<file path="src/hw/rtl/gmhp_pkg.sv">
`timescale 1ns / 1ps

package gmhp_pkg;

    // width of the byte position counter
    localparam int POSITION_BITS = 32;
    localparam int OFFSET_W      = 32;
    localparam int LENGTH_W      = 32;
    localparam int LIMIT_W       = (POSITION_BITS > LENGTH_W) ? POSITION_BITS : LENGTH_W;
    localparam int FLAG_W        = 5;
    localparam int XLEN_W        = 16;

    localparam logic [LIMIT_W-1:0] POS_MAX_L = LIMIT_W'({POSITION_BITS{1'b1}});

    localparam logic [7:0] MAGIC_ID1      = 8'h1F;
    localparam logic [7:0] MAGIC_ID2      = 8'h8B;
    localparam logic [7:0] METHOD_DEFLATE = 8'h08;

    localparam int MIN_MEMBER_LEN = 18;
    localparam int TRAILER_LEN    = 8;
    localparam int FIXED_HDR_LEN  = 10;
    localparam int HCRC_LEN       = 2;

    // fixed header byte positions
    localparam int POS_ID2   = 1;
    localparam int POS_CM    = 2;
    localparam int POS_FLAGS = 3;

    // flag bit positions
    localparam int FB_HCRC    = 1;
    localparam int FB_EXTRA   = 2;
    localparam int FB_NAME    = 3;
    localparam int FB_COMMENT = 4;

    typedef enum logic [2:0] {
        PH_HEADER  = 3'd0,
        PH_XLEN_LO = 3'd1,
        PH_XLEN_HI = 3'd2,
        PH_XSKIP   = 3'd3,
        PH_NAME    = 3'd4,
        PH_COMMENT = 3'd5,
        PH_HCRC    = 3'd6
    } phase_t;

    typedef enum logic [1:0] {
        STAT_OK      = 2'd0,
        STAT_SHORT   = 2'd1,
        STAT_MAGIC   = 2'd2,
        STAT_OVERRUN = 2'd3
    } status_t;

    typedef struct packed {
        logic [POSITION_BITS-1:0] pos;
        phase_t                   phase;
        logic [FLAG_W-1:0]        flags;
        logic [XLEN_W-1:0]        extra;
        logic [POSITION_BITS-1:0] limit;
        logic                     given;
    } parse_state_t;

    typedef struct packed {
        status_t             status;
        logic [OFFSET_W-1:0] offset;
    } result_t;

endpackage

</file>
<file path="src/hw/rtl/gmhp_in_if.sv">
`timescale 1ns / 1ps

interface gmhp_in_if;
    logic        valid;
    logic        ready;
    logic [7:0]  data_byte;
    logic        first_of_member;
    logic [31:0] member_length;

    modport source (
        output valid,
        output data_byte,
        output first_of_member,
        output member_length,
        input  ready
    );

    modport sink (
        input  valid,
        input  data_byte,
        input  first_of_member,
        input  member_length,
        output ready
    );
endinterface

</file>
<file path="src/hw/rtl/gmhp_out_if.sv">
`timescale 1ns / 1ps

interface gmhp_out_if;
    logic        valid;
    logic        ready;
    logic [1:0]  header_status;
    logic [31:0] deflate_offset;

    modport source (
        output valid,
        output header_status,
        output deflate_offset,
        input  ready
    );

    modport sink (
        input  valid,
        input  header_status,
        input  deflate_offset,
        output ready
    );
endinterface

</file>
<file path="src/hw/rtl/gmhp_step.sv">
`timescale 1ns / 1ps

module gmhp_step import gmhp_pkg::*; (
    input  parse_state_t          cur,
    input  logic [7:0]            data_byte,
    input  logic                  first_of_member,
    input  logic [LENGTH_W-1:0]   member_length,
    output parse_state_t          nxt,
    output logic                  res_valid,
    output result_t               res
);

    // where the search for the next selected field starts
    typedef enum logic [2:0] {
        EN_EXTRA   = 3'd1,
        EN_NAME    = 3'd2,
        EN_COMMENT = 3'd3,
        EN_HCRC    = 3'd4,
        EN_END     = 3'd5
    } enter_t;

    typedef struct packed {
        logic    give;
        status_t status;
        phase_t  phase;
        logic    set_crc;
    } enter_res_t;

    logic [POSITION_BITS-1:0] pos_inc;
    logic [POSITION_BITS-1:0] room;
    logic                     room_zero;
    logic                     room_lt2;
    logic [LIMIT_W-1:0]       len_diff;
    logic [LIMIT_W-1:0]       len_lim;
    logic [LIMIT_W-1:0]       pos_ext;
    logic [XLEN_W-1:0]        xlen;
    logic [XLEN_W-1:0]        extra_dec;
    enter_t                   en_stage;
    enter_res_t               en;
    logic                     take_enter;
    logic                     give;
    status_t                  give_status;

    function automatic enter_res_t do_enter(enter_t stage, logic [FLAG_W-1:0] flags,
                                            logic lt2, logic zero);
        enter_res_t r;
        r = '{give: 1'b0, status: STAT_OK, phase: PH_HEADER, set_crc: 1'b0};
        if (stage <= EN_EXTRA && flags[FB_EXTRA])
        begin
            r.give   = lt2;
            r.status = STAT_OVERRUN;
            r.phase  = PH_XLEN_LO;
        end
        else if (stage <= EN_NAME && flags[FB_NAME])
        begin
            r.give   = zero;
            r.status = STAT_OVERRUN;
            r.phase  = PH_NAME;
        end
        else if (stage <= EN_COMMENT && flags[FB_COMMENT])
        begin
            r.give   = zero;
            r.status = STAT_OVERRUN;
            r.phase  = PH_COMMENT;
        end
        else if (stage <= EN_HCRC && flags[FB_HCRC])
        begin
            r.give    = lt2;
            r.status  = STAT_OVERRUN;
            r.phase   = PH_HCRC;
            r.set_crc = 1'b1;
        end
        else
        begin
            // end of header: need at least one deflate byte
            r.give   = 1'b1;
            r.status = zero ? STAT_OVERRUN : STAT_OK;
        end
        return r;
    endfunction

    assign pos_inc   = cur.pos + POSITION_BITS'(1);
    assign room      = (cur.limit > pos_inc) ? (cur.limit - pos_inc) : '0;
    assign room_zero = (room == '0);
    assign room_lt2  = (room < POSITION_BITS'(2));
    assign len_diff  = LIMIT_W'(member_length) - LIMIT_W'(TRAILER_LEN);
    assign len_lim   = (len_diff > POS_MAX_L) ? POS_MAX_L : len_diff;
    assign pos_ext   = LIMIT_W'(pos_inc);
    assign xlen      = {data_byte, cur.extra[7:0]};
    assign extra_dec = cur.extra - XLEN_W'(1);

    always_comb
    begin
        case (cur.phase)
            PH_HEADER:  en_stage = EN_EXTRA;
            PH_XLEN_HI: en_stage = EN_NAME;
            PH_XSKIP:   en_stage = EN_NAME;
            PH_NAME:    en_stage = EN_COMMENT;
            PH_COMMENT: en_stage = EN_HCRC;
            default:    en_stage = EN_END;
        endcase
    end

    assign en = do_enter(en_stage, cur.flags, room_lt2, room_zero);

    always_comb
    begin
        nxt         = cur;
        take_enter  = 1'b0;
        give        = 1'b0;
        give_status = STAT_OK;

        if (first_of_member)
        begin
            nxt.given = 1'b0;
            nxt.phase = PH_HEADER;
            nxt.pos   = '0;
            nxt.flags = '0;
            nxt.extra = '0;
            nxt.limit = '0;
            if (member_length < LENGTH_W'(MIN_MEMBER_LEN))
            begin
                give        = 1'b1;
                give_status = STAT_SHORT;
            end
            else
            begin
                nxt.limit = POSITION_BITS'(len_lim);
                if (data_byte != MAGIC_ID1)
                begin
                    give        = 1'b1;
                    give_status = STAT_MAGIC;
                end
                else
                begin
                    nxt.pos = POSITION_BITS'(1);
                end
            end
        end
        else if (!cur.given)
        begin
            case (cur.phase)
                PH_HEADER:
                begin
                    if ((cur.pos == POSITION_BITS'(POS_ID2) && data_byte != MAGIC_ID2) ||
                        (cur.pos == POSITION_BITS'(POS_CM) && data_byte != METHOD_DEFLATE))
                    begin
                        give        = 1'b1;
                        give_status = STAT_MAGIC;
                    end
                    else
                    begin
                        if (cur.pos == POSITION_BITS'(POS_FLAGS))
                        begin
                            nxt.flags = data_byte[FLAG_W-1:0];
                        end
                        nxt.pos    = pos_inc;
                        take_enter = (pos_inc >= POSITION_BITS'(FIXED_HDR_LEN));
                    end
                end
                PH_XLEN_LO:
                begin
                    nxt.extra = XLEN_W'(data_byte);
                    nxt.pos   = pos_inc;
                    nxt.phase = PH_XLEN_HI;
                end
                PH_XLEN_HI:
                begin
                    nxt.extra = xlen;
                    nxt.pos   = pos_inc;
                    if (room < POSITION_BITS'(xlen))
                    begin
                        give        = 1'b1;
                        give_status = STAT_OVERRUN;
                    end
                    else if (xlen == '0)
                    begin
                        take_enter = 1'b1;
                    end
                    else
                    begin
                        nxt.phase = PH_XSKIP;
                    end
                end
                PH_XSKIP, PH_HCRC:
                begin
                    nxt.pos    = pos_inc;
                    nxt.extra  = extra_dec;
                    take_enter = (extra_dec == '0);
                end
                PH_NAME, PH_COMMENT:
                begin
                    nxt.pos = pos_inc;
                    if (data_byte == 8'h00)
                    begin
                        take_enter = 1'b1;
                    end
                    else if (room_zero)
                    begin
                        give        = 1'b1;
                        give_status = STAT_OVERRUN;
                    end
                end
                default:
                begin
                    nxt = cur;
                end
            endcase
        end

        if (take_enter)
        begin
            if (en.give)
            begin
                give        = 1'b1;
                give_status = en.status;
            end
            else
            begin
                nxt.phase = en.phase;
                if (en.set_crc)
                begin
                    nxt.extra = XLEN_W'(HCRC_LEN);
                end
            end
        end

        if (give)
        begin
            nxt.given = 1'b1;
        end
    end

    assign res_valid  = give;
    assign res.status = give_status;
    assign res.offset = (give_status == STAT_OK) ? pos_ext[OFFSET_W-1:0] : '0;

endmodule

</file>
<file path="src/hw/rtl/gzip_member_header_parser.sv">
`timescale 1ns / 1ps
// a byte's result goes through the input register and then the result register
// throughput: one byte per cycle, sustained, as long as results are taken when shown
// the rate is set by the single pass from the input register through the step logic
// reset: both channels empty, parser idle; bytes are ignored until a first-of-member beat
// reset takes effect at once (asynchronous, active low) and releases on the clock

module gzip_member_header_parser import gmhp_pkg::*; (
    input  logic           clk,
    input  logic           rst_n,
    gmhp_in_if.sink        member_bytes,
    gmhp_out_if.source     header_result
);

    // input register: holds one beat until the step logic can use it
    logic                  in_valid_reg;
    logic [7:0]            in_byte_reg;
    logic                  in_first_reg;
    logic [LENGTH_W-1:0]   in_len_reg;

    // parser state
    parse_state_t          state_reg;
    parse_state_t          state_next;

    // result register
    logic                  out_valid_reg;
    result_t               out_res_reg;

    logic                  res_valid;
    result_t               res;
    logic                  advance;

    localparam parse_state_t STATE_RESET = '{
        pos:   '0,
        phase: PH_HEADER,
        flags: '0,
        extra: '0,
        limit: '0,
        given: 1'b1
    };

    // a held byte moves on when the result register is free or being emptied
    assign advance            = in_valid_reg && (!out_valid_reg || header_result.ready);
    assign member_bytes.ready = !in_valid_reg || advance;

    gmhp_step u_step (
        .cur             (state_reg),
        .data_byte       (in_byte_reg),
        .first_of_member (in_first_reg),
        .member_length   (in_len_reg),
        .nxt             (state_next),
        .res_valid       (res_valid),
        .res             (res)
    );

    // input beat register
    always_ff @(posedge clk or negedge rst_n)
    begin
        if (!rst_n)
        begin
            in_valid_reg <= 1'b0;
        end
        else if (member_bytes.ready)
        begin
            in_valid_reg <= member_bytes.valid;
        end
    end

    always_ff @(posedge clk)
    begin
        if (member_bytes.valid && member_bytes.ready)
        begin
            in_byte_reg  <= member_bytes.data_byte;
            in_first_reg <= member_bytes.first_of_member;
            in_len_reg   <= member_bytes.member_length;
        end
    end

    // parser state advances once per consumed byte
    always_ff @(posedge clk or negedge rst_n)
    begin
        if (!rst_n)
        begin
            state_reg <= STATE_RESET;
        end
        else if (advance)
        begin
            state_reg <= state_next;
        end
    end

    // result register; a byte that gives no result just drains it when taken
    always_ff @(posedge clk or negedge rst_n)
    begin
        if (!rst_n)
        begin
            out_valid_reg <= 1'b0;
        end
        else if (advance)
        begin
            out_valid_reg <= res_valid;
        end
        else if (header_result.ready)
        begin
            out_valid_reg <= 1'b0;
        end
    end

    always_ff @(posedge clk)
    begin
        if (advance && res_valid)
        begin
            out_res_reg <= res;
        end
    end

    assign header_result.valid          = out_valid_reg;
    assign header_result.header_status  = out_res_reg.status;
    assign header_result.deflate_offset = out_res_reg.offset;

    // a result always closes the member
    a_result_closes: assert property (@(posedge clk) disable iff (!rst_n)
        advance && res_valid |=> state_reg.given)
        else $error("result given but parser still open");

    // bytes after the result, short of a new member, leave the state alone
    a_ignored_byte: assert property (@(posedge clk) disable iff (!rst_n)
        advance && !in_first_reg && state_reg.given |=> state_reg == $past(state_reg))
        else $error("ignored byte changed parser state");

    // no consumed byte, no state change
    a_state_hold: assert property (@(posedge clk) disable iff (!rst_n)
        !advance |=> $stable(state_reg))
        else $error("parser state moved without a byte");

    // error results carry a zero offset
    a_err_offset: assert property (@(posedge clk) disable iff (!rst_n)
        out_valid_reg && out_res_reg.status != STAT_OK |-> out_res_reg.offset == '0)
        else $error("error result with nonzero offset");

    // deflate data can never begin inside the fixed header
    a_ok_offset: assert property (@(posedge clk) disable iff (!rst_n)
        out_valid_reg && out_res_reg.status == STAT_OK
            |-> out_res_reg.offset >= OFFSET_W'(FIXED_HDR_LEN))
        else $error("ok result inside fixed header");

endmodule

</file>
<file path="src/flat_wrapper.sv">
// flat-port wrapper written by rule: the top's interface ports become plain ports
module gzip_member_header_parser_flat import gmhp_pkg::*;
  (clk, rst_n, member_bytes_valid, member_bytes_data_byte, member_bytes_first_of_member, member_bytes_member_length, member_bytes_ready, header_result_valid, header_result_header_status, header_result_deflate_offset, header_result_ready);
  gmhp_in_if member_bytes_i ();
  gmhp_out_if header_result_i ();
  input  logic clk;
  input  logic rst_n;
  input wire logic [$bits(member_bytes_i.valid)-1:0] member_bytes_valid;
  input wire logic [$bits(member_bytes_i.data_byte)-1:0] member_bytes_data_byte;
  input wire logic [$bits(member_bytes_i.first_of_member)-1:0] member_bytes_first_of_member;
  input wire logic [$bits(member_bytes_i.member_length)-1:0] member_bytes_member_length;
  output wire logic [$bits(member_bytes_i.ready)-1:0] member_bytes_ready;
  output wire logic [$bits(header_result_i.valid)-1:0] header_result_valid;
  output wire logic [$bits(header_result_i.header_status)-1:0] header_result_header_status;
  output wire logic [$bits(header_result_i.deflate_offset)-1:0] header_result_deflate_offset;
  input wire logic [$bits(header_result_i.ready)-1:0] header_result_ready;
  assign member_bytes_i.valid = member_bytes_valid;
  assign member_bytes_i.data_byte = member_bytes_data_byte;
  assign member_bytes_i.first_of_member = member_bytes_first_of_member;
  assign member_bytes_i.member_length = member_bytes_member_length;
  assign member_bytes_ready = member_bytes_i.ready;
  assign header_result_valid = header_result_i.valid;
  assign header_result_header_status = header_result_i.header_status;
  assign header_result_deflate_offset = header_result_i.deflate_offset;
  assign header_result_i.ready = header_result_ready;
  gzip_member_header_parser u_core (.clk(clk), .rst_n(rst_n), .member_bytes(member_bytes_i), .header_result(header_result_i));
endmodule
</file>
<file path="config.mk">
export PLATFORM = sky130hd
export DESIGN_NAME = gzip_member_header_parser_flat
export DESIGN_NICKNAME = d
export VERILOG_FILES = /design/src/hw/rtl/gmhp_pkg.sv /design/src/hw/rtl/gmhp_in_if.sv /design/src/hw/rtl/gmhp_out_if.sv /design/src/hw/rtl/gmhp_step.sv /design/src/hw/rtl/gzip_member_header_parser.sv /design/src/flat_wrapper.sv
export SDC_FILE = /design/constraint.sdc
export NUM_CORES = 1
export LEC_CHECK = 0
export ABC_AREA = 1
export BUFFER_PORTS_ARGS = -buffer_cell sky130_fd_sc_hd__buf_2
export CAP_MARGIN = 10
export CORE_UTILIZATION = 61
export CTS_CLUSTER_DIAMETER = 30
export DETAILED_ROUTE_END_ITERATION = 7
export MAX_ROUTING_LAYER = met4
export PLACE_DENSITY = 0.88
export SLEW_MARGIN = 20
export SYNTH_ARGS = -nofsm -noshare
export SYNTH_HDL_FRONTEND = slang
export SYNTH_SLANG_ARGS = --single-unit
</file>
<file path="constraint.sdc">
create_clock -name clk -period 7.4 [get_ports clk]
set_input_delay 0.37 -clock clk [delete_from_list [all_inputs] [get_ports clk]]
set_output_delay 0.37 -clock clk [all_outputs]
set_load 0.03 [all_outputs]
</file>
# Word-level counts from Yosys, hierarchy flattened
# Cells that the tools add are included.
# Widths: inputs -> output; s select.
# totals
wordCells	135
ram_bits	0
ff_bits	166
latch_bits	0
output_inout_bits	36
n_memories	0
in_bits	45
romBits	0
# op_classes
order_cmp	10
n_reduce_logical	31
multipliers	0
add_sub_neg	4
mux	62
bitwise_logic	0
n_div	0
eq_ne	15
shift	0
# ops
operator	count
$mux 89	2
$mux 32	4
$eq 32x2->1 const B	2
$pmux 32 s2	1
$mux 16	3
$pmux 16 s3	1
$add 32x1->32 const B	1
$eq 32x1->1 const B	1
$ge 32x4->1 const B	1
$gt 32x32->1	1
$gt 32x32->1 const B	1
$logic_not 16->1	2
$logic_not 32->1	1
$lt 32x16->1	1
$lt 32x2->1 const B	1
$lt 32x5->1 const B	1
$sub 32x32->32	1
$sub 32x4->32 const B	1
$mux 1	24
$mux 2	10
$mux 6	3
$sub 16x1->16 const B	1
$mux 3	5
$mux 5	3
30 further kinds	50

# Logic depth before layout (Yosys ltp)
# logic_depth
depth_word	12
mapped_depth	37
depth_no_buf	35

# Hierarchy
# Synthesis repeated with hierarchy kept, for this count alone.
# hier_totals
hier_cells	1633
hier_area_um2	12184.2
# by_module_without_submodules
mod	instances	seq_area_each_um2	cells_each	area_each_um2
gmhp_step	1	0.0	1161	6351.1
gzip_member_header_parser	1	4530.6	472	5833.1

# Worst setup path before layout
# OpenSTA, ideal clock, no wires.
# synth_timing
path_type	reg-to-reg
startpoint	register u_core.state_reg[57] (netlist bit)
endpoint	register u_core.out_res_reg, in the netlist u_core.header_result.deflate_offset[0] (enable)
period_less_slack_ns	5.300
arrival_time_ns	4.912
n_path_buf	1
slack_ns	2.100
stages_incl_launch_ff	32
setup_ns	0.389
required_ns	7.011
path_cell_list	dfrtp_1 > ha_1 > nand2_2 > nor2_2 > nand3_2 > nor2_1 > nand3_1 > nor3_1 > nand2_1 > xor2_1 > ha_1 > nand2_1 > nor3_1 > nand2_1 > inv_1 > nand3_1 > nand3_1 > nand2_2 > buf_6 > nor2_1 > ha_1 > a21oi_1 > nor2_1 > a211oi_1 > o221ai_1 > nor2_1 > nand3_1 > nand3_1 > nand2_1 > nand3_1 > nand2_1 > inv_1
# synth_between
elab_chain_len	12
word_cells_on_any_way	32
classes_between	add/sub: 2; order compare: 4; eq/ne: 2; mux: 19; reduce/logical: 5
# synth_rtl
item	line	rtl
start: declaration	gzip_member_header_parser.sv:22	parse_state_t state_reg;
start signal: assignment	gzip_member_header_parser.sv:88	state_reg <= state_next;
parallel branches: the longest is 10 deep, another holds $add 32x1->32	--	
$mux 1 *	gmhp_step.sv:211	if (take_enter)
$logic_and 1x1->1 *	gzip_member_header_parser.sv:111	if (advance && res_valid)
end signal: assignment	gzip_member_header_parser.sv:113	out_res_reg <= res;
end: declaration	gzip_member_header_parser.sv:27	result_t out_res_reg;
# Mark *: on every way between the ends.
# A chain may end at the register's enable or synchronous reset.

# Worst setup path after layout
# layout_timing
startpoint	register u_core.state_reg[57] (netlist bit)
endpoint	register u_core.out_res_reg, in the netlist u_core.header_result.deflate_offset[1], data pin
# layout_between
elab_chain_len	12
word_cells_on_any_way	32
classes_between	add/sub: 2; order compare: 4; eq/ne: 2; mux: 19; reduce/logical: 5
# layout_rtl
item
parallel branches: the longest is 12 deep, another holds $add 32x1->32
# Parallel ways; which one is timed is not known.

==> results.sh <==
export IMPL_coreArea_um2=17200
export IMPL_cts_setup_buffers=0
export IMPL_syn2layout_area_growth_pct=11.2
export IMPL_drv_slew=0
export IMPL_synthTopCellsByCount="nand2_1 (250), inv_1 (166), nor2_1 (132), dfrtp_1 (89), o21ai_0 (77)"
export IMPL_wl_met2_um=12100
export IMPL_wire_per_inst_um=16.3
export IMPL_synth_largest_area_cell="edfxtp_1"
export IMPL_cts_clk_slew_worst_paths_ns=0.06
export IMPL_status="completed"
export IMPL_fin_skew_ns=0.0103
export IMPL_io_pins=81
export IMPL_largest_reg_flops=88
export IMPL_antenna_cells=0
export IMPL_maxCapViolCount=0
export IMPL_dp_final_hpwl_um=20000
export IMPL_synth_ff_type="dfrtp_1"
export IMPL_critical_path_buf_inv_count=1
export IMPL_ys_seq_area_frac=0.422
export IMPL_placementRows=48
export IMPL_synth_distinct_cells=53
export IMPL_r2r_end="u_core.header_result.deflate_offset[1]$_SDFFCE_PP0P_"
export IMPL_fin_crit_ns=6.22
export IMPL_drt_met1_wl_um=12000
export IMPL_dieArea_um2=18000
export IMPL_rr_worst_depth=31
export IMPL_required_ns=7.56
export IMPL_crit_path_top_delay_cell="dfrtp_1"
export IMPL_ctsLongestPathBuffers=2
export IMPL_critical_path_class="flop to flop"
export IMPL_syn_inst=1319
export IMPL_synth_area_top_cells="edfxtp_1 (21%), dfrtp_1 (21%), nand2_1 (8.8%), ha_1 (6.1%), inv_1 (5.8%)"
export IMPL_routed_wl_um=26800
export IMPL_powerDensity_nw_per_um2=304
export IMPL_first_global_vias=8900
export IMPL_dr_pass1_iters=6
export IMPL_antenna_found_initial=0
export IMPL_grt_use_total=0.320
export IMPL_dr_total_vias=9563
export IMPL_period_share=0.840
export IMPL_slew_headroom=0.336
export IMPL_cts_sinks=165
export IMPL_synth_edf_count=75
export IMPL_p_total_mw=3.61
export IMPL_cts_tree="done"
export IMPL_timing_rr_start="u_core.state_reg[57]$_DFFE_PN0P_"
export IMPL_cts_hold_buf=1
export IMPL_p_leak_nw=5.24
export IMPL_setup_viol=0
export IMPL_reg2reg_setup_slack_ns=1.18
export IMPL_met3_length_um=2070
export IMPL_initial_core_util=0.622
export IMPL_drive_gt1_frac=0.129
export IMPL_grt_pass1_wl_um=43800
export IMPL_yosys_area_top_type_share=0.211
export IMPL_clock_latency_ns=0.44
export IMPL_synth_nets=1417
export IMPL_tightest_slew_ns=0.987
export IMPL_async_flop_share=0.545
export IMPL_yosysWarnings=0
export IMPL_root_buffer="clkbuf_16"
export IMPL_grt_max_degree=54
export IMPL_yosysMostFrequentCell="nand2_1"
export IMPL_cts_buffers=17
export IMPL_post_route_drc_count=0
export IMPL_overflow=0
export IMPL_die_w_um=134
export IMPL_ir_worst_vdd_v=0.000194
export IMPL_multi_input_area_um2=5410
export IMPL_floorplan_die_height_um=134
export IMPL_end_kind="flop"
export IMPL_cts_max_level=4
export IMPL_critPathMostFrequentCell="nand2_1"
export IMPL_min_from="member_bytes_member_length[30]"
export IMPL_hold_depth=1
export IMPL_setup_tns_ns=0
export IMPL_arrival_ns=6.38
export IMPL_highest_layer="met4"
export IMPL_via_per_inst=5.83
export IMPL_cts_resized=0
export IMPL_port_buffers=80
export IMPL_path_max_fanout=32
export IMPL_drtIter0Drc=1044
export IMPL_max_stage_delay_ns=0.46
export IMPL_max_freq_ghz=0.161
export IMPL_hold_path_end="u_core.in_len_reg[30]$_DFFE_PP_"
export IMPL_crit_family="simple AND/OR/NAND/NOR gates"
export IMPL_regArea_um2=4510
export IMPL_hold_violations=0
export IMPL_ys_ff_latch=165
export IMPL_start_kind="flop"
export IMPL_ant_nets=0
export IMPL_globalplace_congestion=0.957
export IMPL_nets=1501
export IMPL_fill_cells=1369
export IMPL_syn_avg_cell_area_um2=8.10
export IMPL_min_path_type="input port to flop"
export IMPL_rsz0062_at_grt="false"
export IMPL_netlist_area_um2=10700
cells by family (layout without fill, tap and decap cells):
| group | Yosys count | count (layout) | share of synthesized area |
|---|---|---|---|
| AND/OR/NAND/NOR | 602 | 602 | 0.256 |
| flip-flops | 165 | 165 | 0.422 |
| buffers and inverters | 195 | 292 | 0.0727 |
| XOR/XNOR | 79 | 79 | 0.0648 |
| AO/OA/AOI/OAI | 225 | 225 | 0.121 |
| adder cells (fa/ha/maj) | 53 | 53 | 0.0628 |
worst register-to-register path, delay by kind of cell (launching register included):
kind / cells / cell delay [ns]
XOR/XNOR: 1 / 0.37
buffers and inverters: 1 / 0.11
flip-flops: 1 / 0.46
AND/OR/NAND/NOR: 23 / 3.70
AO/OA/AOI/OAI: 3 / 0.50
adder cells (fa/ha/maj): 3 / 0.82
metal layers:
layer	track usage	up-vias
met5	-	-
met3	0.0385	53
met1	0.442	4376
met2	0.492	469
li1	-	4665
met4	0.106	0
worst max path at each step:
stage               cells after the start  slack (ns)                                                    to                              from
floorplan                              31        2.10  u_core.header_result.deflate_offset[0]$_SDFFCE_PP0P_  u_core.state_reg[57]$_DFFE_PN0P_
CTS                                    31        1.33  u_core.header_result.deflate_offset[1]$_SDFFCE_PP0P_  u_core.state_reg[57]$_DFFE_PN0P_
finish                                 31        1.18  u_core.header_result.deflate_offset[1]$_SDFFCE_PP0P_  u_core.state_reg[57]$_DFFE_PN0P_
global placement                       31        1.62  u_core.header_result.deflate_offset[0]$_SDFFCE_PP0P_  u_core.state_reg[57]$_DFFE_PN0P_
global route                           31        0.59  u_core.header_result.deflate_offset[1]$_SDFFCE_PP0P_  u_core.state_reg[57]$_DFFE_PN0P_
detailed placement                     31        1.42  u_core.header_result.deflate_offset[1]$_SDFFCE_PP0P_  u_core.state_reg[57]$_DFFE_PN0P_
cells in the final DEF, fill, tap and decap left out, types with 2 or more instances in the layout:
cell type	netlist	layout
dfrtp_1	89	89
bufinv_16	0	2
nand3_2	4	5
nor3_2	2	2
nor2_2	37	37
buf_4	2	9
o22ai_1	51	51
nand4_1	36	36
o21ai_1	2	2
a31oi_1	4	4
clkinvlp_4	0	6
ha_1	52	52
nand3b_1	5	5
buf_2	0	79
a21o_1	2	2
edfxtp_1	75	75
a211oi_1	4	4
clkbuf_1	15	3
xnor2_1	19	19
o21bai_1	2	2
inv_2	3	3
nor4_1	21	21
a41oi_1	3	3
nand2_2	9	10
nor2_1	132	132
o41ai_1	2	2
or2_2	2	2
a21oi_1	57	57
nor3_1	37	37
o21a_1	6	6
nand3_1	61	60
clkbuf_16	0	17
o211ai_1	3	3
o21ai_0	77	77
inv_1	166	166
nor2_4	2	2
nand2_1	250	249
xor2_1	60	60
o31ai_1	4	4
clkinv_1	2	3
power by group:
| part | internal [mW] | switching, mW |
|---|---|---|
| logic | 0.546 | 1.02 |
| clock network | 0.496 | 0.365 |
| registers | 1.08 | 0.0954 |
through the flow:
stage / area (µm²) / hold slack, ns / setup slack [ns] / util / std cells
floorplan: 10700 / 0.0744 / 2.10 / - / 1319
global placement: 11300 / 0.360 / 1.62 / 0.657 / 1608
detailed placement: 11300 / 0.360 / 1.42 / 0.658 / 1608
CTS: 11900 / 0.102 / 1.33 / 0.691 / 1641
global route: 11900 / 0.104 / 0.594 / 0.691 / 1641
finish: 11900 / 0.108 / 1.18 / 0.691 / 1641
cell type report:
class                   count  area share
multi-input cells         959       0.455
flip-flops and latches    165       0.379
inverters                 171      0.0540
repair buffers             89      0.0398
clock buffers              20      0.0368
well taps                 225      0.0237
clock inverters            12      0.0111
Note: power is estimated with default switching activity, not from simulation.
